<file path="src/rtl/assert_macros.svh">
// Assertion macros shared by the RTL of the pixel decoder.
// No dependencies; included by the files that assert.
`ifndef ASSERT_MACROS_SVH
`define ASSERT_MACROS_SVH

// Same-cycle implication, disabled in reset.
`define ASSERT_IMP(label, clk, rst, ante, cons) \
  label: assert property (@(posedge clk) disable iff (rst) (ante) |-> (cons)) \
    else $error("assertion failed: same-cycle implication");

// Next-cycle implication, disabled in reset.
`define ASSERT_NXT(label, clk, rst, ante, cons) \
  label: assert property (@(posedge clk) disable iff (rst) (ante) |=> (cons)) \
    else $error("assertion failed: next-cycle implication");

`endif

</file>
<file path="src/rtl/bmprgba_pkg.sv">
// Package of the BMP pixel decoder: widths, codes and shared types.
// No dependencies.
package bmprgba_pkg;

  localparam int unsigned MAX_DIM_DEF     = 4096;
  localparam int unsigned PAL_ENTRIES_DEF = 256;
  localparam int unsigned DIM_W           = 13;
  localparam int unsigned COLOR_W         = 24;
  localparam int unsigned DEST_W          = 24;
  localparam int unsigned IDX_W           = 8;
  localparam int unsigned QUEUE_DEPTH     = 4;
  localparam int unsigned S_DATA_W        = 40;
  localparam int unsigned M_DATA_W        = 56;
  localparam int unsigned OP_W            = 2;
  localparam int unsigned CFG_IDX_W       = 3;
  localparam int unsigned CFG_DATA_W      = 13;
  localparam logic [7:0]  KEY_LIMIT       = 8'd253;
  localparam logic [7:0]  ALPHA_OPAQUE    = 8'd255;

  typedef enum logic [OP_W-1:0] {
    OP_PAL_WR = 2'd0,
    OP_PIXEL  = 2'd1,
    OP_START  = 2'd2
  } op_t;

  typedef enum logic [CFG_IDX_W-1:0] {
    CFG_WIDTH       = 3'd0,
    CFG_HEIGHT      = 3'd1,
    CFG_PIXEL_MODE  = 3'd2,
    CFG_ALPHA_MODE  = 3'd3,
    CFG_ALPHA_VALUE = 3'd4
  } cfg_idx_t;

  typedef enum logic [1:0] {
    Q_PAL_WR  = 2'd0,
    Q_PAL_PIX = 2'd1,
    Q_RGB_PIX = 2'd2
  } q_kind_t;

  typedef struct packed {
    logic [DIM_W-1:0] width;
    logic [DIM_W-1:0] height;
    logic             pixel_mode;
    logic             alpha_mode;
    logic [7:0]       alpha_value;
  } cfg_t;

  typedef struct packed {
    q_kind_t            kind;
    logic [IDX_W-1:0]   addr;
    logic [COLOR_W-1:0] color;
    logic [DEST_W-1:0]  base;
    logic [DIM_W-1:0]   col;
    logic               last;
  } q_entry_t;

endpackage

</file>
<file path="src/rtl/bmprgba_queue.sv">
// Small FIFO of work entries between front and back end.
// Depends on bmprgba_pkg.
module bmprgba_queue import bmprgba_pkg::*; (
  input  logic     clk,
  input  logic     rst,
  input  logic     push,
  input  q_entry_t wr_entry,
  output logic     full,
  input  logic     pop,
  output logic     valid,
  output q_entry_t rd_entry
);

  localparam int unsigned PTR_W = $clog2(QUEUE_DEPTH);
  localparam int unsigned CNT_W = $clog2(QUEUE_DEPTH + 1);

  q_entry_t          slots [QUEUE_DEPTH];
  logic [PTR_W-1:0]  wr_ptr, rd_ptr;
  logic [CNT_W-1:0]  count;
  logic              do_push, do_pop;

  assign full     = (count == CNT_W'(QUEUE_DEPTH));
  assign valid    = (count != '0);
  assign do_push  = push && !full;
  assign do_pop   = pop && valid;
  assign rd_entry = slots[rd_ptr];

  always_ff @(posedge clk) begin
    if (do_push) slots[wr_ptr] <= wr_entry;
  end

  always_ff @(posedge clk) begin
    if (rst) begin
      wr_ptr <= '0;
      rd_ptr <= '0;
      count  <= '0;
    end else begin
      if (do_push) begin
        wr_ptr <= (32'(wr_ptr) == QUEUE_DEPTH - 1) ? '0 : wr_ptr + PTR_W'(1);
      end
      if (do_pop) begin
        rd_ptr <= (32'(rd_ptr) == QUEUE_DEPTH - 1) ? '0 : rd_ptr + PTR_W'(1);
      end
      if (do_push && !do_pop) begin
        count <= count + CNT_W'(1);
      end else if (do_pop && !do_push) begin
        count <= count - CNT_W'(1);
      end
    end
  end

endmodule

</file>
<file path="config.mk">
export PLATFORM = sky130hd
export DESIGN_NAME = bmprgba_queue
export DESIGN_NICKNAME = d
export VERILOG_FILES = /design/src/rtl/assert_macros.svh /design/src/rtl/bmprgba_pkg.sv /design/src/rtl/bmprgba_queue.sv
export SDC_FILE = /design/constraint.sdc
export NUM_CORES = 1
export LEC_CHECK = 0
export ABC_AREA = 1
export ABC_CLOCK_PERIOD_IN_PS = 5600
export BUFFER_PORTS_ARGS = -buffer_cell sky130_fd_sc_hd__buf_2
export CAP_MARGIN = 20
export CORE_UTILIZATION = 46
export DETAILED_ROUTE_END_ITERATION = 12
export PLACE_DENSITY = 0.65
export SLEW_MARGIN = 5
export SYNTH_ARGS = -nofsm -noshare
export SYNTH_HDL_FRONTEND = slang
export SYNTH_SLANG_ARGS = --single-unit
</file>
<file path="constraint.sdc">
create_clock -name clk -period 5.6 [get_ports clk]
set_clock_uncertainty 0.2 [all_clocks]
set_input_delay 1.68 -clock clk [delete_from_list [all_inputs] [get_ports clk]]
set_output_delay 1.68 -clock clk [all_outputs]
set_load 0.1 [all_outputs]
</file>
==> flow_metrics.py, run 1 <==
metrics = {
    "outcome": {
        "outcome": "complete, no violations",
    },
    "global_route": {
        "grt_pass1_vias": 6506,
        "grt_max_degree": 73,
        "grt_pass1_wl_um": 35700,
        "grt-ovfl-total": 0,
        "track_usage": 0.178,
        "antenna_found_initial": 1,
    },
    "synthesis": {
        "yosysWarnings": 0,
        "yosys.area.top_type": "edfxtp_1",
        "synth_top_family_by_area": "compound AO/OA/AOI/OAI gates",
        "synth_compound_area_frac": 0.129,
        "synth.distinct_cells": 25,
        "synthSimpleGateAreaFrac": 0.0697,
        "synth-adder-area-share": 0.00820,
        "synth_xor_area_frac": 0.000756,
        "ys_top_cells_by_area": "edfxtp_1, o21ai_0, o22ai_2",
        "syn_inst": 766,
        "syn_area_per_cell_um2": 15.1,
        "synth_mux_area_frac": 0,
        "syn-cell-area_um2": 11600,
        "ys_ff_latch": 297,
        "ys_seq_area_frac": 0.762,
        "yosysTopAreaCellShare": 0.746,
        "syn_nets": 849,
    },
    "floorplanning": {
        "coreArea_um2": 24500,
        "die_h_um": 161,
        "start_util": 0.473,
        "die_area_um2": 25800,
        "io_pins": 150,
        "die_w_um": 161,
        "rows": 57,
    },
    "clock_tree": {
        "cts_root_buf": "clkbuf_16",
        "clock_path_buffers": 3,
        "clkTransAtPathRegs_ps": 60,
        "cts_tree": "built",
        "clock_latency_ps": 530,
        "cts_resized": 0,
        "ctsHoldBuffers": 0,
        "clock-sinks": 297,
        "post_cts_buffers": 0,
        "htreeDepth": 1,
        "cts_made_buffers": 30,
    },
    "sta": {
        "fin_crit_sh": 0.847,
        "slew_headroom": 0.463,
        "setup_tns_ps": 0,
        "post-route-min-period_ps": 4740,
        "setup_viol": 0,
        "tightest_slew_ps": 803,
        "finalHoldViolations": 0,
        "finalMaxSlewViolations": 0,
        "fmax_mhz": 211,
        "rsz0062_at_grt": "no",
    },
    "layout": {
        "multiInputGateArea_um2": 2440,
        "nets": 994,
        "num-fill-cells": 1968,
        "regArea_um2": 8830,
        "syn2layout_area_growth_pct": 16.6,
        "drive_gt1_frac": 0.328,
    },
    "setup_path": {
        "r2r_cells": 5,
        "worstSetupPathType": "reg -> out",
        "worstPathArrival_ps": 2860,
        "crit_required_ps": 3720,
        "end_kind": "output pin",
        "cpPeakStageDelay_ps": 520,
        "crit_chain": "inv_6, buf_4, o21ai_0, o22ai_1, buf_2",
        "critPathSlowestCell": "inv_6",
        "startpoint_type": "flip-flop",
        "critPathMaxFanout": 63,
    },
    "routing": {
        "drt_first_pass_iters": 4,
        "vias": 6643,
        "ant_nets": 0,
        "viasPerCell": 5.30,
        "drt_iter0_drc": 472,
        "route.detailed.drc": 0,
        "route.detailed.wl_per_inst_um": 18.5,
        "wirelength_um": 23100,
    },
    "placement": {
        "portBuffers": 149,
        "dp_hpwl_um": 12700,
        "gp_congestion": 0.737,
    },
    "job": {
        "max_cap_violations": 0,
    },
    "worst_hold_path": {
        "hp-class": "reg -> reg",
        "holdPathStages": 2,
    },
}
[sequential cells by signal, summed over array words and instances (netlist names), named ones only]
register / flops
count: 3
slots: 288
wr_ptr: 2
rd_ptr: 2
[routing by layer]
metal | share of wire | vias up | track usage | wire length, µm
met4 | 0.016 | 0 | 0.0442 | 368
met2 | 0.50 | 143 | 0.310 | 11600
met3 | 0.046 | 34 | 0.0302 | 1050
met5 | 0 | - | 0 | 0
li1 | - | 3159 | - | -
met1 | 0.44 | 3307 | 0.233 | 10100
[cells in the final DEF (no fill, tap or decap)]
cell type / instances
nor2_2: 50
o21ai_1: 10
nand3b_1: 2
diode_2: 1
nor2_1: 107
clkinv_2: 4
o22ai_2: 50
dfxtp_1: 7
fa_1: 1
bufinv_16: 1
nor2_4: 4
clkinv_1: 7
buf_2: 149
o21ai_0: 135
dfxtp_2: 1
clkbuf_16: 31
inv_1: 15
nand4_1: 1
inv_4: 1
ha_1: 6
o22ai_1: 22
nand3_1: 1
buf_4: 5
a21oi_1: 2
clkbuf_1: 5
inv_6: 1
edfxtp_1: 288
buf_12: 5
clkinvlp_4: 1
nand2_1: 14
dfxtp_4: 1
xor2_1: 1
[cell families after synthesis]
logic type,Yosys count
xor gates and xnor gates,1
and+or+nand+nor,179
AOI/OAI and AO/OA,219
buffers and inverters,63
DFF,297
adders and majority gates,7
[Yosys cell counts (all sizes together)]
cell type	number
a21oi	2
buf	27
clkbuf	19
dfxtp	9
edfxtp	288
fa	1
ha	6
inv	17
nand2	14
nand3	1
nand3b	2
nand4	1
nor2	161
o21ai	145
o22ai	72
xor2	1
[final cells by class]
| type | count | share of cell area |
|---|---|---|
| antenna | 1 | 0.000185 |
| clock buffer | 36 | 0.0588 |
| clock inverter | 13 | 0.00620 |
| inverter | 17 | 0.00528 |
| multi-input combinational | 406 | 0.181 |
| sequential | 297 | 0.654 |
| tap | 324 | 0.0300 |
| timing repair buffer | 159 | 0.0654 |
[critical path, delay by kind of cell, from the launching register on]
kind            cells  cell delay, ps
compound gates      2             320
buf+inv             3            1380
flops               1             510
[stage by stage]
stage / worst slack (ps) / cells / cell area, µm² / util / hold slack, ps
2_1_floorplan: 67.4 / 766 / 11600 / - / 283
3_3_place_gp: 1430 / 1203 / 12600 / 0.515 / 316
3_5_place_dp: 1420 / 1203 / 12600 / 0.515 / 308
4_1_cts: 842 / 1252 / 13500 / 0.551 / 317
5_1_grt: 691 / 1252 / 13500 / 0.551 / 370
6_report: 859 / 1253 / 13500 / 0.551 / 316
[worst paths after layout]
kind	startpoint	endpoint	slack, ps
max	flip-flop	rd_entry[44]	860
min	rd_ptr[1]	flip-flop	320
max reg2reg	count[0]	slots[3][11]	3010
min reg2reg	rd_ptr[1]	flip-flop	320
Power of run 1 is not shown: default switching activity piles up to over one toggle a cycle in this logic, so the estimate is an artifact.
==> run 2, diff against run 1 <==
--- a/config.mk
+++ b/config.mk
@@ -6,12 +6,12 @@
 export NUM_CORES = 1
 export LEC_CHECK = 0
 export ABC_AREA = 1
-export ABC_CLOCK_PERIOD_IN_PS = 5600
+export ABC_CLOCK_PERIOD_IN_PS = 4900
 export BUFFER_PORTS_ARGS = -buffer_cell sky130_fd_sc_hd__buf_2
 export CAP_MARGIN = 20
 export CORE_UTILIZATION = 46
 export DETAILED_ROUTE_END_ITERATION = 12
-export PLACE_DENSITY = 0.65
+export PLACE_DENSITY = 0.63
 export SLEW_MARGIN = 5
 export SYNTH_ARGS = -nofsm -noshare
 export SYNTH_HDL_FRONTEND = slang
==> constraint.sdc (replaced) <==
create_clock -name clk -period 4.9 [get_ports clk]
set_clock_uncertainty 0.2 [all_clocks]
set_input_delay 1.47 -clock clk [delete_from_list [all_inputs] [get_ports clk]]
set_output_delay 1.47 -clock clk [all_outputs]
set_load 0.1 [all_outputs]
==> flow_metrics.py, run 2 (synthesized netlist as in run 1, its figures left out) <==
metrics = {
    "job": {
        "max_cap_violations": 0,
    },
    "global_route": {
        "grtUsageMet2": 0.307,
        "met1_usage": 0.246,
        "track_usage": 0.183,
        "grt-ovfl-total": 0,
        "grt_max_degree": 67,
        "antenna_found_initial": 3,
        "busiest_layer": "met2",
        "grt_pass1_wl_um": 36800,
        "use_met3": 0.0424,
        "grt_pass1_vias": 6589,
    },
    "sta": {
        "rsz0062_at_grt": "no",
        "setup_tns_ps": 0,
        "slew_headroom": 0.483,
        "tightest_slew_ps": 776,
        "finalHoldViolations": 0,
        "fin_crit_sh": 0.903,
        "finalMaxSlewViolations": 0,
        "setup_viol": 0,
        "fmax_mhz": 226,
        "post-route-min-period_ps": 4430,
    },
    "setup_path": {
        "startpoint_type": "flip-flop",
        "worstPathArrival_ps": 2760,
        "r2r_cells": 9,
        "critPathSlowestCell": "buf_4",
        "critPathTopFamily": "buffers and inverters",
        "worstSetupPathType": "reg -> out",
        "crit_required_ps": 3230,
        "critPathBufInv": 2,
        "rr_endpoint": "count[1]",
        "critPathMaxFanout": 66,
        "r2r_start": "count[0]",
        "end_kind": "output pin",
        "regToRegSetupSlack_ps": 2530,
        "crit_chain": "buf_4, o21ai_0, o22ai_1, buf_2",
        "cpPeakStageDelay_ps": 610,
    },
    "placement": {
        "placed_cell_area_um2": 12600,
        "portBuffers": 149,
        "dp_hpwl_um": 13300,
        "gp_congestion": 0.745,
    },
    "routing": {
        "viasPerCell": 5.25,
        "route.detailed.wl_per_inst_um": 18.6,
        "ant_nets": 0,
        "drt_first_pass_iters": 4,
        "drt_iter0_drc": 394,
        "wirelength_um": 23600,
        "vias": 6667,
        "route.detailed.drc": 0,
    },
    "outcome": {
        "outcome": "complete, no violations",
    },
    "worst_hold_path": {
        "hold_path.startpoint": "count[1]",
        "holdPathStages": 2,
        "holdPathEnd": "count[1]",
        "hp-class": "reg -> reg",
    },
    "clock_tree": {
        "cts_resized": 0,
        "cts_tree": "built",
        "clock_path_buffers": 3,
        "htreeDepth": 1,
        "clock_latency_ps": 530,
        "ctsHoldBuffers": 0,
        "clock-sinks": 297,
        "cts_root_buf": "clkbuf_16",
        "post_cts_buffers": 0,
        "clkTransAtPathRegs_ps": 60,
        "cts_made_buffers": 31,
    },
    "layout": {
        "largest_reg_flops": 288,
        "syn2layout_area_growth_pct": 18.0,
        "top_regs": "slots x288, count x3",
        "layout_common_cells": "edfxtp_1, buf_2, o21ai_0",
        "nets": 1002,
        "regMostFlops": "slots",
        "layout_commonest_cell": "edfxtp_1",
        "final_util": 0.558,
        "drive_gt1_frac": 0.337,
        "num-fill-cells": 2064,
        "final_area_um2": 13700,
    },
    "floorplanning": {
        "die_h_um": 161,
        "io_pins": 150,
        "start_util": 0.473,
        "rows": 57,
        "coreArea_um2": 24500,
        "die_area_um2": 25800,
        "die_w_um": 161,
    },
}
## run 2: cell count changes in the layout (fill, tap and decap cells not counted), sizes merged
cell	delta
buf	+7
diode	+1
clkinvlp	+1
bufinv	+3
clkbuf	+4
## run 2: worst max path at each step
stage,start,slack [ps],depth (start not counted),end
after floorplan,push,-420,2,slots[0][0]
after global placement,flip-flop,1000,4,rd_entry[71]
after detailed placement,flip-flop,980,4,rd_entry[71]
after CTS,flip-flop,400,4,rd_entry[71]
after global routing,flip-flop,290,4,rd_entry[71]
final,flip-flop,470,4,rd_entry[71]
## run 2: worst register-to-register path, delay by kind of cell (launching register included)
family	cells	cell delay, ps
AO/OA/AOI/OAI	1	190
buffers and inverters	2	180
flip-flops	1	340
AND/OR/NAND/NOR	4	720
adder cells (fa/ha/maj)	2	630
## run 2: area by class of cell
cell class,count,area [µm²],share of cell area
Sequential cell,297,8830,0.646
Multi-Input combinational cell,406,2440,0.178
Timing Repair Buffer,166,898,0.0657
Clock buffer,40,840,0.0614
Tap cell,324,405,0.0296
Clock inverter,17,185,0.0135
Inverter,17,71.3,0.00521
Antenna cell,2,5.00,0.000366
## run 2: through the flow
step                      hold slack, ps  std cells  setup slack, ps
final                                329       1269              473
after global routing                 399       1267              293
after CTS                            328       1267              401
after detailed placement             320       1210              976
after global placement               315       1210              997
after floorplan                      283        766             -423
## run 2: metal layers
layer	wire length, µm	share of wire
met5	13	0.00055
met4	245	0.010
met3	1570	0.066
met2	11400	0.48
met1	10400	0.44
Power of run 2 is left out for the same reason.
==> run 3, diff against run 2 <==
--- a/config.mk
+++ b/config.mk
@@ -9,9 +9,9 @@
 export ABC_CLOCK_PERIOD_IN_PS = 4900
 export BUFFER_PORTS_ARGS = -buffer_cell sky130_fd_sc_hd__buf_2
 export CAP_MARGIN = 20
-export CORE_UTILIZATION = 46
+export CORE_UTILIZATION = 57
 export DETAILED_ROUTE_END_ITERATION = 12
-export PLACE_DENSITY = 0.63
+export PLACE_DENSITY = 0.76
 export SLEW_MARGIN = 5
 export SYNTH_ARGS = -nofsm -noshare
 export SYNTH_HDL_FRONTEND = slang
==> flow_metrics.py, run 3 (synthesized netlist as in run 1, its figures left out) <==
metrics = {
    "outcome": {
        "outcome": "complete, no violations",
    },
    "placement": {
        "dp.cells": 1149,
        "portBuffers": 149,
        "gp_congestion": 0.720,
        "dp_hpwl_um": 12200,
    },
    "setup_path": {
        "r2r_cells": 5,
        "regToRegSetupSlack_ps": 2300,
        "crit_required_ps": 3230,
        "r2r_start": "count[0]",
        "critPathMaxFanout": 72,
        "rr_endpoint": "slots[2][60]",
        "startpoint_type": "flip-flop",
        "end_kind": "output pin",
        "cp-endpoint": "rd_entry[3]",
        "worstPathArrival_ps": 2800,
        "worstSetupPathType": "reg -> out",
    },
    "worst_hold_path": {
        "hp-class": "reg -> reg",
    },
    "sta": {
        "finalHoldViolations": 0,
        "tightest_slew_ps": 865,
        "slew_headroom": 0.423,
        "whs_ps": 331,
        "finalMaxSlewViolations": 0,
        "setup_tns_ps": 0,
        "fin_crit_sh": 0.911,
        "setup_viol": 0,
        "post-route-min-period_ps": 4470,
        "fmax_mhz": 224,
        "rsz0062_at_grt": "no",
    },
    "routing": {
        "vias": 6664,
        "viasPerCell": 5.52,
        "route.detailed.wl_per_inst_um": 18.5,
        "drt_iter0_drc": 431,
        "ant_nets": 0,
        "wirelength_um": 22300,
        "route.detailed.drc": 0,
        "drt_first_pass_iters": 4,
    },
    "global_route": {
        "track_usage": 0.212,
        "grt_max_degree": 145,
        "grtUsageMet2": 0.361,
        "antenna_found_initial": 3,
        "grt-ovfl-total": 0,
        "busiest_layer": "met2",
        "met1_usage": 0.282,
        "use_met3": 0.0440,
        "grt_pass1_wl_um": 33300,
        "grt_pass1_vias": 6341,
    },
    "layout": {
        "top_regs": "slots x288, count x3",
        "layout_commonest_cell": "edfxtp_1",
        "layout_common_cells": "edfxtp_1, buf_2, o21ai_0",
        "nets": 999,
        "largest_reg_flops": 288,
        "syn2layout_area_growth_pct": 17.3,
        "final_util": 0.690,
        "num-fill-cells": 1322,
        "drive_gt1_frac": 0.340,
        "regMostFlops": "slots",
        "fin_cells": 1208,
    },
    "clock_tree": {
        "clock-sinks": 297,
        "cts_root_buf": "clkbuf_16",
        "post_cts_buffers": 0,
        "cts_tree": "built",
        "ctsHoldBuffers": 0,
        "clock_latency_ps": 540,
        "htreeDepth": 1,
        "cts_made_buffers": 30,
        "clock_path_buffers": 3,
        "cts_resized": 0,
        "clkTransAtPathRegs_ps": 60,
    },
    "floorplanning": {
        "start_util": 0.588,
        "rows": 51,
        "die_w_um": 145,
        "die_area_um2": 20900,
        "io_pins": 150,
        "coreArea_um2": 19700,
        "die_h_um": 145,
    },
    "job": {
        "max_cap_violations": 0,
    },
}
run 3: cell types whose count changed in the layout (fill, tap and decap cells not counted):
cell and change:
clkbuf_1 -4, clkinvlp_4 -2, clkbuf_8 -3, diode_2 +1, clkinv_8 +1, clkinv_1 -1, bufinv_16 +1, clkinv_2 +7
buf_4 -2
run 3: how the worst min path moves through the flow:
stage | cells after the start | to | from | slack, ps
finish | 2 | flip-flop | rd_ptr[1] | 330
global route | 2 | count[1] | count[1] | 360
CTS | 2 | count[1] | count[1] | 330
detailed placement | 2 | count[1] | count[1] | 320
global placement | 2 | flip-flop | rd_ptr[1] | 300
floorplan | 2 | flip-flop | rd_ptr[1] | 280
run 3: worst max-delay path: stages, from the launching register on:
cell,delay [ps]
dfxtp_2,590
inv_4,690
o21ai_0,310
o22ai_2,170
buf_2,470
run 3: cell type report:
class	instances	area (µm²)	area share
clock buffer	33	783	0.0576
tap	265	332	0.0244
antenna	3	7.51	0.000552
multi-input combinational	406	2440	0.180
sequential	297	8830	0.650
clock inverter	23	248	0.0182
timing repair buffer	164	883	0.0650
inverter	17	71.3	0.00524
run 3: routing by layer:
layer	part of all wire	vias to the layer above
met5	0.00045	-
li1	-	3175
met1	0.43	3276
met4	0.013	2
met3	0.058	29
met2	0.50	182
run 3: through the flow:
stage	worst slack, ps	instance area [µm²]
floorplan	-423	11600
global placement	1030	12600
detailed placement	1030	12600
CTS	385	13600
global route	239	13600
finish	434	13600
Power of run 3 is left out for the same reason.
