--- src/rtl/assert_macros.svh ---
// Assertion macros shared by the RTL of the pixel decoder.
// No dependencies; included by the files that assert.
`ifndef ASSERT_MACROS_SVH
`define ASSERT_MACROS_SVH

// Same-cycle implication, disabled in reset.
`define ASSERT_IMP(label, clk, rst, ante, cons) \
  label: assert property (@(posedge clk) disable iff (rst) (ante) |-> (cons)) \
    else $error("assertion failed: same-cycle implication");

// Next-cycle implication, disabled in reset.
`define ASSERT_NXT(label, clk, rst, ante, cons) \
  label: assert property (@(posedge clk) disable iff (rst) (ante) |=> (cons)) \
    else $error("assertion failed: next-cycle implication");

`endif

--- src/rtl/bmprgba_pkg.sv ---
// Package of the BMP pixel decoder: widths, codes and shared types.
// No dependencies.
package bmprgba_pkg;

  localparam int unsigned MAX_DIM_DEF     = 4096;
  localparam int unsigned PAL_ENTRIES_DEF = 256;
  localparam int unsigned DIM_W           = 13;
  localparam int unsigned COLOR_W         = 24;
  localparam int unsigned DEST_W          = 24;
  localparam int unsigned IDX_W           = 8;
  localparam int unsigned QUEUE_DEPTH     = 4;
  localparam int unsigned S_DATA_W        = 40;
  localparam int unsigned M_DATA_W        = 56;
  localparam int unsigned OP_W            = 2;
  localparam int unsigned CFG_IDX_W       = 3;
  localparam int unsigned CFG_DATA_W      = 13;
  localparam logic [7:0]  KEY_LIMIT       = 8'd253;
  localparam logic [7:0]  ALPHA_OPAQUE    = 8'd255;

  typedef enum logic [OP_W-1:0] {
    OP_PAL_WR = 2'd0,
    OP_PIXEL  = 2'd1,
    OP_START  = 2'd2
  } op_t;

  typedef enum logic [CFG_IDX_W-1:0] {
    CFG_WIDTH       = 3'd0,
    CFG_HEIGHT      = 3'd1,
    CFG_PIXEL_MODE  = 3'd2,
    CFG_ALPHA_MODE  = 3'd3,
    CFG_ALPHA_VALUE = 3'd4
  } cfg_idx_t;

  typedef enum logic [1:0] {
    Q_PAL_WR  = 2'd0,
    Q_PAL_PIX = 2'd1,
    Q_RGB_PIX = 2'd2
  } q_kind_t;

  typedef struct packed {
    logic [DIM_W-1:0] width;
    logic [DIM_W-1:0] height;
    logic             pixel_mode;
    logic             alpha_mode;
    logic [7:0]       alpha_value;
  } cfg_t;

  typedef struct packed {
    q_kind_t            kind;
    logic [IDX_W-1:0]   addr;
    logic [COLOR_W-1:0] color;
    logic [DEST_W-1:0]  base;
    logic [DIM_W-1:0]   col;
    logic               last;
  } q_entry_t;

endpackage

--- src/rtl/bmprgba_front.sv ---
// Front end: classifies input items, tracks row/column/padding, queues work.
// Depends on bmprgba_pkg.
module bmprgba_front import bmprgba_pkg::*; #(
  parameter int unsigned MAX_DIM         = MAX_DIM_DEF,
  parameter int unsigned PALETTE_ENTRIES = PAL_ENTRIES_DEF
) (
  input  logic               clk,
  input  logic               rst,
  input  cfg_t               cfg,
  input  logic               accept,
  input  logic [OP_W-1:0]    op,
  input  logic [7:0]         data_byte,
  input  logic [IDX_W-1:0]   palette_index,
  input  logic [COLOR_W-1:0] palette_color,
  output logic               push,
  output q_entry_t           entry,
  output logic               done
);

  localparam int unsigned DIM_CAP = (MAX_DIM < 8191) ? MAX_DIM : 8191;
  localparam int unsigned CNT_W   = $clog2(DIM_CAP);
  localparam int unsigned INC_W   = DIM_W + 1;
  localparam int unsigned PROD_W  = DEST_W + DIM_W;

  function automatic logic [DIM_W-1:0] clamp_dim(input logic [DIM_W-1:0] v);
    logic [DIM_W-1:0] r;
    if (v == '0) begin
      r = DIM_W'(1);
    end else if (32'(v) > MAX_DIM) begin
      r = DIM_W'(MAX_DIM);
    end else begin
      r = v;
    end
    return r;
  endfunction

  logic [CNT_W-1:0]  col, col_next;
  logic [CNT_W-1:0]  row, row_next;
  logic [1:0]        phase, phase_next;
  logic [15:0]       hold, hold_next;
  logic [1:0]        pad, pad_next;
  logic              done_next;

  logic [DIM_W-1:0]  w, h;
  logic [DEST_W-1:0] row_term;
  logic [PROD_W-1:0] prod_full;
  logic [INC_W-1:0]  col_inc, row_inc;
  logic              emit;
  q_kind_t           emit_kind;
  logic [COLOR_W-1:0] emit_color;

  assign w         = clamp_dim(cfg.width);
  assign h         = clamp_dim(cfg.height);
  assign row_term  = DEST_W'(h) - DEST_W'(1) - DEST_W'(row);
  assign prod_full = PROD_W'(row_term) * PROD_W'(w);
  assign col_inc   = INC_W'(col) + INC_W'(1);
  assign row_inc   = INC_W'(row) + INC_W'(1);

  always_comb begin
    col_next   = col;
    row_next   = row;
    phase_next = phase;
    hold_next  = hold;
    pad_next   = pad;
    done_next  = done;
    emit       = 1'b0;
    emit_kind  = Q_RGB_PIX;
    emit_color = '0;
    push       = 1'b0;
    entry      = '{kind: Q_PAL_WR, addr: palette_index, color: palette_color,
                   base: prod_full[DEST_W-1:0], col: DIM_W'(col), last: 1'b0};
    if (accept) begin
      unique case (op)
        OP_PAL_WR: begin
          if (32'(palette_index) < PALETTE_ENTRIES) push = 1'b1;
        end
        OP_START: begin
          col_next   = '0;
          row_next   = '0;
          phase_next = '0;
          hold_next  = '0;
          pad_next   = '0;
          done_next  = 1'b0;
        end
        OP_PIXEL: begin
          if (!done) begin
            if (pad != 2'd0) begin
              pad_next = pad - 2'd1;
            end else if (!cfg.pixel_mode) begin
              phase_next = '0;
              emit       = 1'b1;
              if (32'(data_byte) < PALETTE_ENTRIES) emit_kind = Q_PAL_PIX;
            end else begin
              unique case (phase)
                2'd0: begin
                  hold_next  = {8'h00, data_byte};
                  phase_next = 2'd1;
                end
                2'd1: begin
                  hold_next  = {data_byte, hold[7:0]};
                  phase_next = 2'd2;
                end
                default: begin
                  phase_next = '0;
                  emit       = 1'b1;
                  emit_color = {data_byte, hold[15:8], hold[7:0]};
                end
              endcase
            end
          end
        end
        default: ;
      endcase
    end

    if (emit) begin
      push        = 1'b1;
      entry.kind  = emit_kind;
      entry.addr  = data_byte;
      entry.color = emit_color;
      if (col_inc >= INC_W'(w)) begin
        pad_next = cfg.pixel_mode ? w[1:0] : 2'(3'd4 - {1'b0, w[1:0]});
        col_next = '0;
        if (row_inc >= INC_W'(h)) begin
          done_next  = 1'b1;
          entry.last = 1'b1;
        end else begin
          row_next = row + CNT_W'(1);
        end
      end else begin
        col_next = col + CNT_W'(1);
      end
    end
  end

  always_ff @(posedge clk) begin
    if (rst) begin
      col   <= '0;
      row   <= '0;
      phase <= '0;
      hold  <= '0;
      pad   <= '0;
      done  <= 1'b0;
    end else begin
      col   <= col_next;
      row   <= row_next;
      phase <= phase_next;
      hold  <= hold_next;
      pad   <= pad_next;
      done  <= done_next;
    end
  end

endmodule

--- config.mk ---
export PLATFORM = sky130hd
export DESIGN_NAME = bmprgba_front
export DESIGN_NICKNAME = d
export VERILOG_FILES = /design/src/rtl/assert_macros.svh /design/src/rtl/bmprgba_pkg.sv /design/src/rtl/bmprgba_front.sv
export SDC_FILE = /design/constraint.sdc
export NUM_CORES = 1
export LEC_CHECK = 0
export BUFFER_PORTS_ARGS = -buffer_cell sky130_fd_sc_hd__buf_2
export CORE_ASPECT_RATIO = 1.2
export CORE_MARGIN = 8
export CORE_UTILIZATION = 35
export DETAILED_ROUTE_END_ITERATION = 6
export SLEW_MARGIN = 40
export SYNTH_ARGS = -nofsm -noshare
export SYNTH_HDL_FRONTEND = slang
export SYNTH_SLANG_ARGS = --single-unit
--- constraint.sdc ---
create_clock -name clk -period 19.9 [get_ports clk]
set_input_delay 3.98 -clock clk [delete_from_list [all_inputs] [get_ports clk]]
set_output_delay 3.98 -clock clk [all_outputs]
set_load 0.02 [all_outputs]
==> results of run 1 <==
-- path summary, 6_finish.rpt --
path,start,endpoint,slack (ns),depth (start not counted)
max,cfg[14],entry[36],2.98,36
min,hold[14],hold[14],0.46,2
max reg2reg,col[0],col[9],16.16,16
min reg2reg,hold[14],hold[14],0.46,2
-- worst max-delay path, delay by kind of cell --
kind,cells,cell delay [ns]
AO/OA/AOI/OAI,12,2.25
XOR/XNOR,2,0.60
adder cells (fa/ha/maj),8,3.59
buffers and inverters,6,0.49
AND/OR/NAND/NOR,8,1.98
-- per-stage QoR --
| stage | power, mW | instance area, µm² |
|---|---|---|
| after detailed placement | 1.38 | 11500 |
| after global routing | 1.63 | 11700 |
| after global placement | 1.36 | 11500 |
| final | 1.45 | 11700 |
| after floorplan | 1.04 | 10400 |
| after CTS | 1.48 | 11700 |
-- power groups by stage --
stage	clock network [mW]	registers [mW]	logic, mW
global placement	0	0.0932	1.27
floorplan	0	0.0932	0.947
finish	0.0987	0.0911	1.26
detailed placement	0	0.0932	1.29
CTS	0.101	0.0911	1.29
global route	0.104	0.0912	1.44
-- cell families (layout without fill, tap and decap cells) --
kind of cell             after synthesis  after routing  share of synthesized area
adder cells (fa/ha/maj)              248            248                      0.413
other                                  1              1                   0.000361
AND/OR/NAND/NOR                      462            462                      0.204
AO/OA/AOI/OAI                        177            177                      0.115
multiplexers                          14             14                     0.0141
buffers and inverters                289            409                      0.105
XOR/XNOR                              73             73                     0.0622
flip-flops                            45             45                     0.0867
-- layer usage --
| layer | routed length (µm) | GRT usage | up-vias | part of all wire |
|---|---|---|---|---|
| li1 | - | - | 4369 | - |
| met1 | 11900 | 0.188 | 4381 | 0.42 |
| met2 | 14000 | 0.298 | 248 | 0.50 |
| met3 | 1690 | 0.0336 | 35 | 0.060 |
| met4 | 542 | 0.0416 | 0 | 0.019 |
| met5 | 0 | 0 | - | 0 |
-- registers in the layout, indices dropped and copies added (netlist names) --
signal and count:
row 12, pad 2, hold 16, phase 2, col 12, done 1
-- cell type report --
| cell class | count | area, µm² |
|---|---|---|
| Fill cell | 3071 | 17700 |
| Multi-Input combinational cell | 975 | 8420 |
| Inverter | 246 | 923 |
| Sequential cell | 45 | 901 |
| Timing Repair Buffer | 155 | 801 |
| Tap cell | 390 | 488 |
| Clock buffer | 6 | 139 |
| Clock inverter | 2 | 37.5 |
-- placed cells by master, fill, tap and decap left out, types with 4 or more instances in the layout --
master,instances
a21o_1,14
a21oi_1,59
a22o_1,25
a22oi_1,5
a31oi_1,11
and2_1,22
and3_1,14
buf_2,145
buf_4,10
clkbuf_16,5
clkinv_1,4
dfxtp_1,45
fa_1,158
ha_1,90
inv_1,240
mux2i_1,12
nand2_1,195
nand2b_1,32
nand3_1,30
nor2_1,98
nor2b_1,20
nor3_1,17
nor4_1,8
o21a_1,8
o21ai_0,22
o21bai_1,4
o22ai_1,5
or2_2,5
or3_1,4
xnor2_1,49
xor2_1,22
==> impl_results.md, run 1 <==
- Run status: finished, final reports clean
- Max_slew headroom: 0.436
- First-pass GRT wire length: 47400 µm
- Die width: between 150 and 200 µm
- Hold Slack: about 0.46 ns
- Grt total ovfl: 0
- CTS tree: done
- DRC viols: 0
- GPL Wtd Cong: roughly 0.84
- Routed wire length: 28200 µm
- Sequential share of power: 0.063
- Clk Latency, worst-skew pair: between 0.2 and 0.3 ns
- Max-cap viol count: 0
- Final setup fails: 0
- Most used DFF post-synth: dfxtp_1
- Reg clk slew, reported paths: 0.06 ns
- GRT Util Overall: 0.162
- Vias per cell: between 4 and 5
- Tightest Pin Transition: 0.840 ns
- Vias in the first global route: 9565
- Drt first-iter violations: between 300 and 400
- Die area: around 35000 µm²
- Final WS setup: 2.98 ns
- Via count: 9033
- Critical Path Start Type: input pin
- PwrDens: between 100 and 150 nW/µm²
- Net Sw Frac: 0.556
- Final hold vios: 0
- Final core utilization: 0.398
- Seq cells post-synth: between 40 and 50
- Share of the synthesized area in the top cell type: 0.304
- Post-CTS setup buffers: 0
- Share of the yosys chip area belonging to registers: 0.0867
- Setup TNS: 0 ns
- Post-synth cell types: 66
- DR WL/cell: between 15 and 20 µm
- DR pass1 iterations: 5
- Post-route ant nets: 0
- Period utilization: 0.850
- Mapped Cells: ~1300
- Initial Utilization: 0.353
- Mapped Avg Cell Area: about 7.9 µm²
- Core area: 29400 µm²
- Initial antenna violation count: 0
- CP Capture Type: output pin
- Pin count of the biggest net entering global routing: 42
- Max Buffers Root-to-Sink: 2
- Area leader, netlist: fa_1
- Pre-CTS setup slack: 2.90 ns
- Most common cell in the netlist: inv_1
- Post-synth EDFFs: 0
- Die height: approximately 200 µm
- Maximum fanout along the worst path: 6
- Fin. max-slew vios: 0
- Unrepaired setup endpoints after global routing: false
- Dpl hpwl: ~24000 µm
- Nets: about 1800
- Area growth from synthesis to final layout: 12.6%
- Non-Filler Instances: about 1800
- FP Rows: 69
- Clock group share of total power: 0.068
- Most frequent cells after synthesis: inv_1, nand2_1, fa_1, nor2_1, ha_1
- Slowest cell on the critical path: or4_1
- Clk_skew: 0.0137 ns
- Sw power: between 0.8 and 0.9 mW
- Minimum clock period after layout: approximately 17 ns
- Pint: 0.643 mW
- H-tree depth: 2
- Post-CTS resize count: 0
- Post-Syn Area: just over 10000 µm²
- Fraction of layout cells with a size suffix above 1: 0.133
- Delay of the slowest critical-path stage: about 0.55 ns
- Critical Path AT: approximately 13 ns
- Comb pwr share: 0.869
- Io pins: 155
- YS warnings: 0
- Placed insts: around 1800
- Synth top area cells: fa_1, ha_1, dfxtp_1, inv_1, nand2_1
- VDD IR max: roughly 0.21 mV
- Synth async-reset ratio: 0
- Critical path type: input pin to output pin
- Min-Delay Path Class: register to register
- # hold bufs at CTS: 0
- Clock root cell: clkbuf_16
- Synthesized Nets: between 1500 and 2000
- P_leak: 5.73 nW
- CP required: 15.92 ns
- CTS buffer count: 5
- Port buffer count: about 140
- Ant. Diodes: 0
- Cell repeated most along the worst path: fa_1
- FMAX: 0.0591 GHz
- CTS Sinks: 45
No activity file was read; power rests on OpenSTA's default activity.
==> run 2, diff against run 1 <==
--- a/config.mk
+++ b/config.mk
@@ -6,7 +6,7 @@
 export NUM_CORES = 1
 export LEC_CHECK = 0
 export BUFFER_PORTS_ARGS = -buffer_cell sky130_fd_sc_hd__buf_2
-export CORE_ASPECT_RATIO = 1.2
+export CORE_ASPECT_RATIO = 0.75
 export CORE_MARGIN = 8
 export CORE_UTILIZATION = 35
 export DETAILED_ROUTE_END_ITERATION = 6
==> run 2 against run 1 <==
Net effect: clock power down 4.8%; worst hold slack worse by 0.0075 ns; combinational power about the same; total power up 0.76%; cell count up 0.11%; clock skew down 0.0097 ns; die area about the same; register-to-register slack worse by 0.13 ns; global-route usage up 0.13 points; flip-flop and latch count unchanged; largest power group unchanged.
==> impl_results.md, run 2 (synthesized netlist as in run 1, its figures left out) <==
- Critical Path Start Type: input pin
- Sequential share of power: 0.063
- GRT Util Overall: 0.163
- Pint: ~0.64 mW
- CP required: about 16 ns
- Tightest Pin Transition: approximately 0.84 ns
- Worst flop-to-flop path startpoint: col[0]
- Grt total ovfl: 0
- Vias in the first global route: about 9000
- Max_slew headroom: 0.434
- Maximum fanout along the worst path: 6
- Sw power: around 0.8 mW
- Post-CTS setup buffers: 0
- Largest regs: hold: 16 flops, col: 12 flops, row: 12 flops
- Final core utilization: 0.402
- Io pins: roughly 160
- Dpl hpwl: 24700 µm
- Via count: ~9000
- Worst hold path depth: 2
- Clk Latency, worst-skew pair: ~0.29 ns
- FP Rows: between 50 and 60
- CTS tree: done
- Slowest cell on the critical path: nor4_1
- H-tree depth: 2
- Minimum clock period after layout: between 15 and 20 ns
- Largest register FFs: 16
- Pin count of the biggest net entering global routing: between 40 and 50
- Placed insts: approximately 1800
- PwrDens: approximately 120 nW/µm²
- R2R Path End: col[2]
- Final setup fails: 0
- Max Buffers Root-to-Sink: 2
- Post-route ant nets: 0
- CTS Sinks: 45
- Die width: roughly 220 µm
- Non-Filler Instances: around 1800
- Min-Delay Path Class: register to register
- Unrepaired setup endpoints after global routing: false
- Vias per cell: roughly 4.9
- Comb pwr share: 0.873
- Clock root cell: clkbuf_16
- CP Capture Type: output pin
- Pwr Total: 1.46 mW
- Crit-path leading delay family: adder cells
- Clk_skew: ~0.004 ns
- Commonest cells after routing, fill and taps aside: inv_1, nand2_1, fa_1
- DR WL/cell: ~16 µm
- VDD IR max: 0.0947 mV
- Initial Utilization: 0.356
- Port buffer count: between 100 and 150
- Clock group share of total power: 0.065
- Core area: between 20000 and 30000 µm²
- P_leak: roughly 5.7 nW
- Final instance area: 11700 µm²
- Cell repeated most along the worst path: fa_1
- Post-CTS resize count: 0
- DRC viols: 0
- Run status: finished, final reports clean
- Period utilization: 0.889
- Die area: between 30000 and 40000 µm²
- Fraction of layout cells with a size suffix above 1: 0.134
- Die height: between 150 and 200 µm
- # hold bufs at CTS: 0
- Largest Register: hold
- DR pass1 iterations: 5
- Hold Path Origin: hold[14]
- Flop-to-flop setup slack: around 16 ns
- Reg clk slew, reported paths: approximately 0.060 ns
- Net Sw Frac: 0.561
- Area growth from synthesis to final layout: 12.8%
- Crit path from: cfg[14]
- Setup TNS: 0 ns
- Max-cap viol count: 0
- Initial antenna violation count: 0
- Critical path type: input pin to output pin
- Delay of the slowest critical-path stage: 0.56 ns
- GPL Wtd Cong: around 0.86
- Critical Path AT: around 14 ns
- FF-to-FF path depth: 15
- Most common cell after layout, fill and taps aside: inv_1
- Fin. max-slew vios: 0
- Final hold vios: 0
- FMAX: 0.0565 GHz
- Routed wire length: 29000 µm
- Worst path bufs/invs: 6
- Hold EP: hold[14]
- Nets: 1757
- Drt first-iter violations: approximately 560
- First-pass GRT wire length: between 40000 and 50000 µm
- Placed instance area: ~12000 µm²
- CTS buffer count: 5
==> run 2: cell types whose count changed in the layout (fill, tap and decap cells not counted), moves of 2 or more <==
cell and delta:
nor2b_1 +2, xnor2_2 +4, nor2b_2 -2, xnor2_1 -4
==> run 2: cell type report <==
class | count | area, µm²
diodes | 1 | 2.50
clock buffers | 5 | 125
clock inverters | 2 | 35.0
fillers | 3039 | 17500
inverters | 246 | 923
multi-input cells | 975 | 8450
flip-flops and latches | 45 | 901
well taps | 392 | 490
repair buffers | 155 | 803
==> run 2: power groups by stage <==
stage                     registers [mW]  clock network [mW]  logic, mW
final                             0.0911              0.0940       1.27
after detailed placement          0.0931                   0       1.29
after global placement            0.0931                   0       1.27
after CTS                         0.0911              0.0966       1.30
after global routing              0.0911               0.101       1.45
after floorplan                   0.0932                   0      0.947
==> run 2: worst min-delay path: stages, from the launching register on <==
cell	delay, ns
dfxtp_1	0.31
nand2_1	0.05
a21oi_1	0.05
==> run 2: stage by stage <==
step | hold WS (ns) | setup WS [ns]
detailed placement | 0.450 | 2.41
global route | 0.476 | 1.55
global placement | 0.441 | 2.43
CTS | 0.457 | 2.37
floorplan | 0.432 | 4.04
finish | 0.455 | 2.21
==> run 2: metal layers <==
| layer | track usage | vias to the layer above | part of all wire |
|---|---|---|---|
| li1 | - | 4351 | - |
| met1 | 0.228 | 4433 | 0.48 |
| met2 | 0.271 | 204 | 0.45 |
| met3 | 0.0244 | 17 | 0.055 |
| met4 | 0.0247 | 0 | 0.010 |
| met5 | 0 | - | 0 |
==> run 2: how the worst max path moves through the flow <==
stage / end / depth (start not counted)
after floorplan: entry[37] / 36
after global placement: entry[37] / 38
after detailed placement: entry[37] / 38
after CTS: entry[37] / 38
after global routing: entry[37] / 38
final: entry[37] / 38
==> run 3, diff against run 2 <==
--- a/config.mk
+++ b/config.mk
@@ -10,6 +10,7 @@
 export CORE_MARGIN = 8
 export CORE_UTILIZATION = 35
 export DETAILED_ROUTE_END_ITERATION = 6
+export REMOVE_ABC_BUFFERS = 1
 export SLEW_MARGIN = 40
 export SYNTH_ARGS = -nofsm -noshare
 export SYNTH_HDL_FRONTEND = slang
==> run 3 against run 2 <==
Net effect: count of clock-buffer cells in the layout up 1; largest power group unchanged; routed wire length down 3.8%; highest routed layer unchanged; critical path type unchanged; final area down 0.15%; critical endpoint is now entry[36]; largest cell class unchanged.
==> impl_results.md, run 3 (synthesized netlist as in run 1, its figures left out) <==
- Hold Path Origin: row[6]
- Die width: between 200 and 250 µm
- Clk Latency, worst-skew pair: around 0.29 ns
- Largest register FFs: 16
- PwrDens: 123 nW/µm²
- Routed wire length: between 20000 and 30000 µm
- Placed insts: ~1800
- Vias per cell: 4.92
- Max_slew headroom: 0.454
- Reg clk slew, reported paths: about 0.060 ns
- Multi-input gate area: 8440 µm²
- Critical path type: input pin to output pin
- DR pass1 iterations: 6
- Final core utilization: 0.401
- Core area: ~29000 µm²
- CP required: between 15 and 20 ns
- Via count: between 8000 and 9000
- Final hold vios: 0
- H-tree depth: 2
- CTS Sinks: between 40 and 50
- Pwr Total: around 1.4 mW
- Largest regs: hold: 16 flops, col: 12 flops, row: 12 flops
- Worst flop-to-flop path startpoint: col[0]
- Unrepaired setup endpoints after global routing: false
- GPL Wtd Cong: between 0.8 and 0.9
- Filler Cell Count: a little over 3000
- Final instance area: 11700 µm²
- Non-Filler Instances: 1822
- Grt total ovfl: 0
- First-pass GRT wire length: around 46000 µm
- Max Buffers Root-to-Sink: 2
- Tightest Pin Transition: approximately 0.81 ns
- Maximum fanout along the worst path: 6
- FMAX: approximately 0.058 GHz
- Fin. max-slew vios: 0
- FP Rows: 54
- Final setup fails: 0
- CP Capture Type: output pin
- GRT Util Overall: 0.158
- Vias in the first global route: just over 9000
- # hold bufs at CTS: 0
- Critical Path Start Type: input pin
- Min-Delay Path Class: register to register
- Die height: 165 µm
- Port buffer count: 144
- Io pins: 155
- Fraction of layout cells with a size suffix above 1: 0.134
- CTS tree: done
- Largest Register: hold
- P_leak: between 5 and 6 nW
- Placed instance area: around 12000 µm²
- Clock root cell: clkbuf_16
- Slowest cell on the critical path: fa_1
- Drt first-iter violations: roughly 500
- Dpl hpwl: around 24000 µm
- Clk_skew: 0.0104 ns
- CTS buffer count: 5
- Crit path from: cfg[14]
- Run status: finished, final reports clean
- Commonest cells after routing, fill and taps aside: inv_1, nand2_1, fa_1
- Final WS setup: 2.53 ns
- Pin count of the biggest net entering global routing: 42
- Reg area: between 900 and 1000 µm²
- Area growth from synthesis to final layout: 12.7%
- VDD IR max: roughly 0.096 mV
- Max-cap viol count: 0
- Delay of the slowest critical-path stage: 0.57 ns
- Setup TNS: 0 ns
- Post-CTS resize count: 0
- Most common cell after layout, fill and taps aside: inv_1
- Period utilization: 0.873
- Cell repeated most along the worst path: fa_1
- DRC viols: 0
- Initial antenna violation count: 1
- Die area: 35500 µm²
- DR WL/cell: 15.3 µm
- Post-route ant nets: 0
- Hold Slack: 0.458 ns
- Critical Path AT: 13.39 ns
- Post-CTS setup buffers: 0
- Pre-CTS setup slack: around 2.5 ns
- Initial Utilization: 0.356
- Minimum clock period after layout: around 17 ns
- Nets: 1757
run 3: critical path: cells and delay by family:
family,cells,cell delay (ns)
adders and majority gates,8,3.63
AOI/OAI and AO/OA,12,2.26
and+or+nand+nor,8,2.23
xor gates and xnor gates,2,0.71
buffers and inverters,6,0.56
run 3: path summary, 6_finish.rpt:
check | endpoint | depth (start not counted) | slack, ns
max | entry[36] | 36 | 2.53
min | row[6] | 2 | 0.46
max reg2reg | col[7] | 15 | 16.26
min reg2reg | row[6] | 2 | 0.46
run 3: per-layer routing:
metal	routed length, µm	up-vias	GRT usage	share of wire
met5	0	-	0	0
met4	333	0	0.0216	0.012
met3	1690	20	0.0255	0.061
met2	12700	228	0.261	0.45
met1	13200	4374	0.221	0.47
li1	-	4350	-	-
run 3: power by group:
part | internal [mW] | total (mW) | switching, mW
registers | 0.0906 | 0.0911 | 0.000530
logic | 0.489 | 1.26 | 0.776
clock network | 0.0507 | 0.0876 | 0.0370
total | 0.630 | 1.44 | 0.814
run 3: layout make-up:
type	count	share of cell area
Antenna cell	1	0.000214
Clock buffer	6	0.0119
Clock inverter	2	0.00150
Inverter	246	0.0788
Multi-Input combinational cell	975	0.720
Sequential cell	45	0.0769
Tap cell	392	0.0419
Timing Repair Buffer	155	0.0686
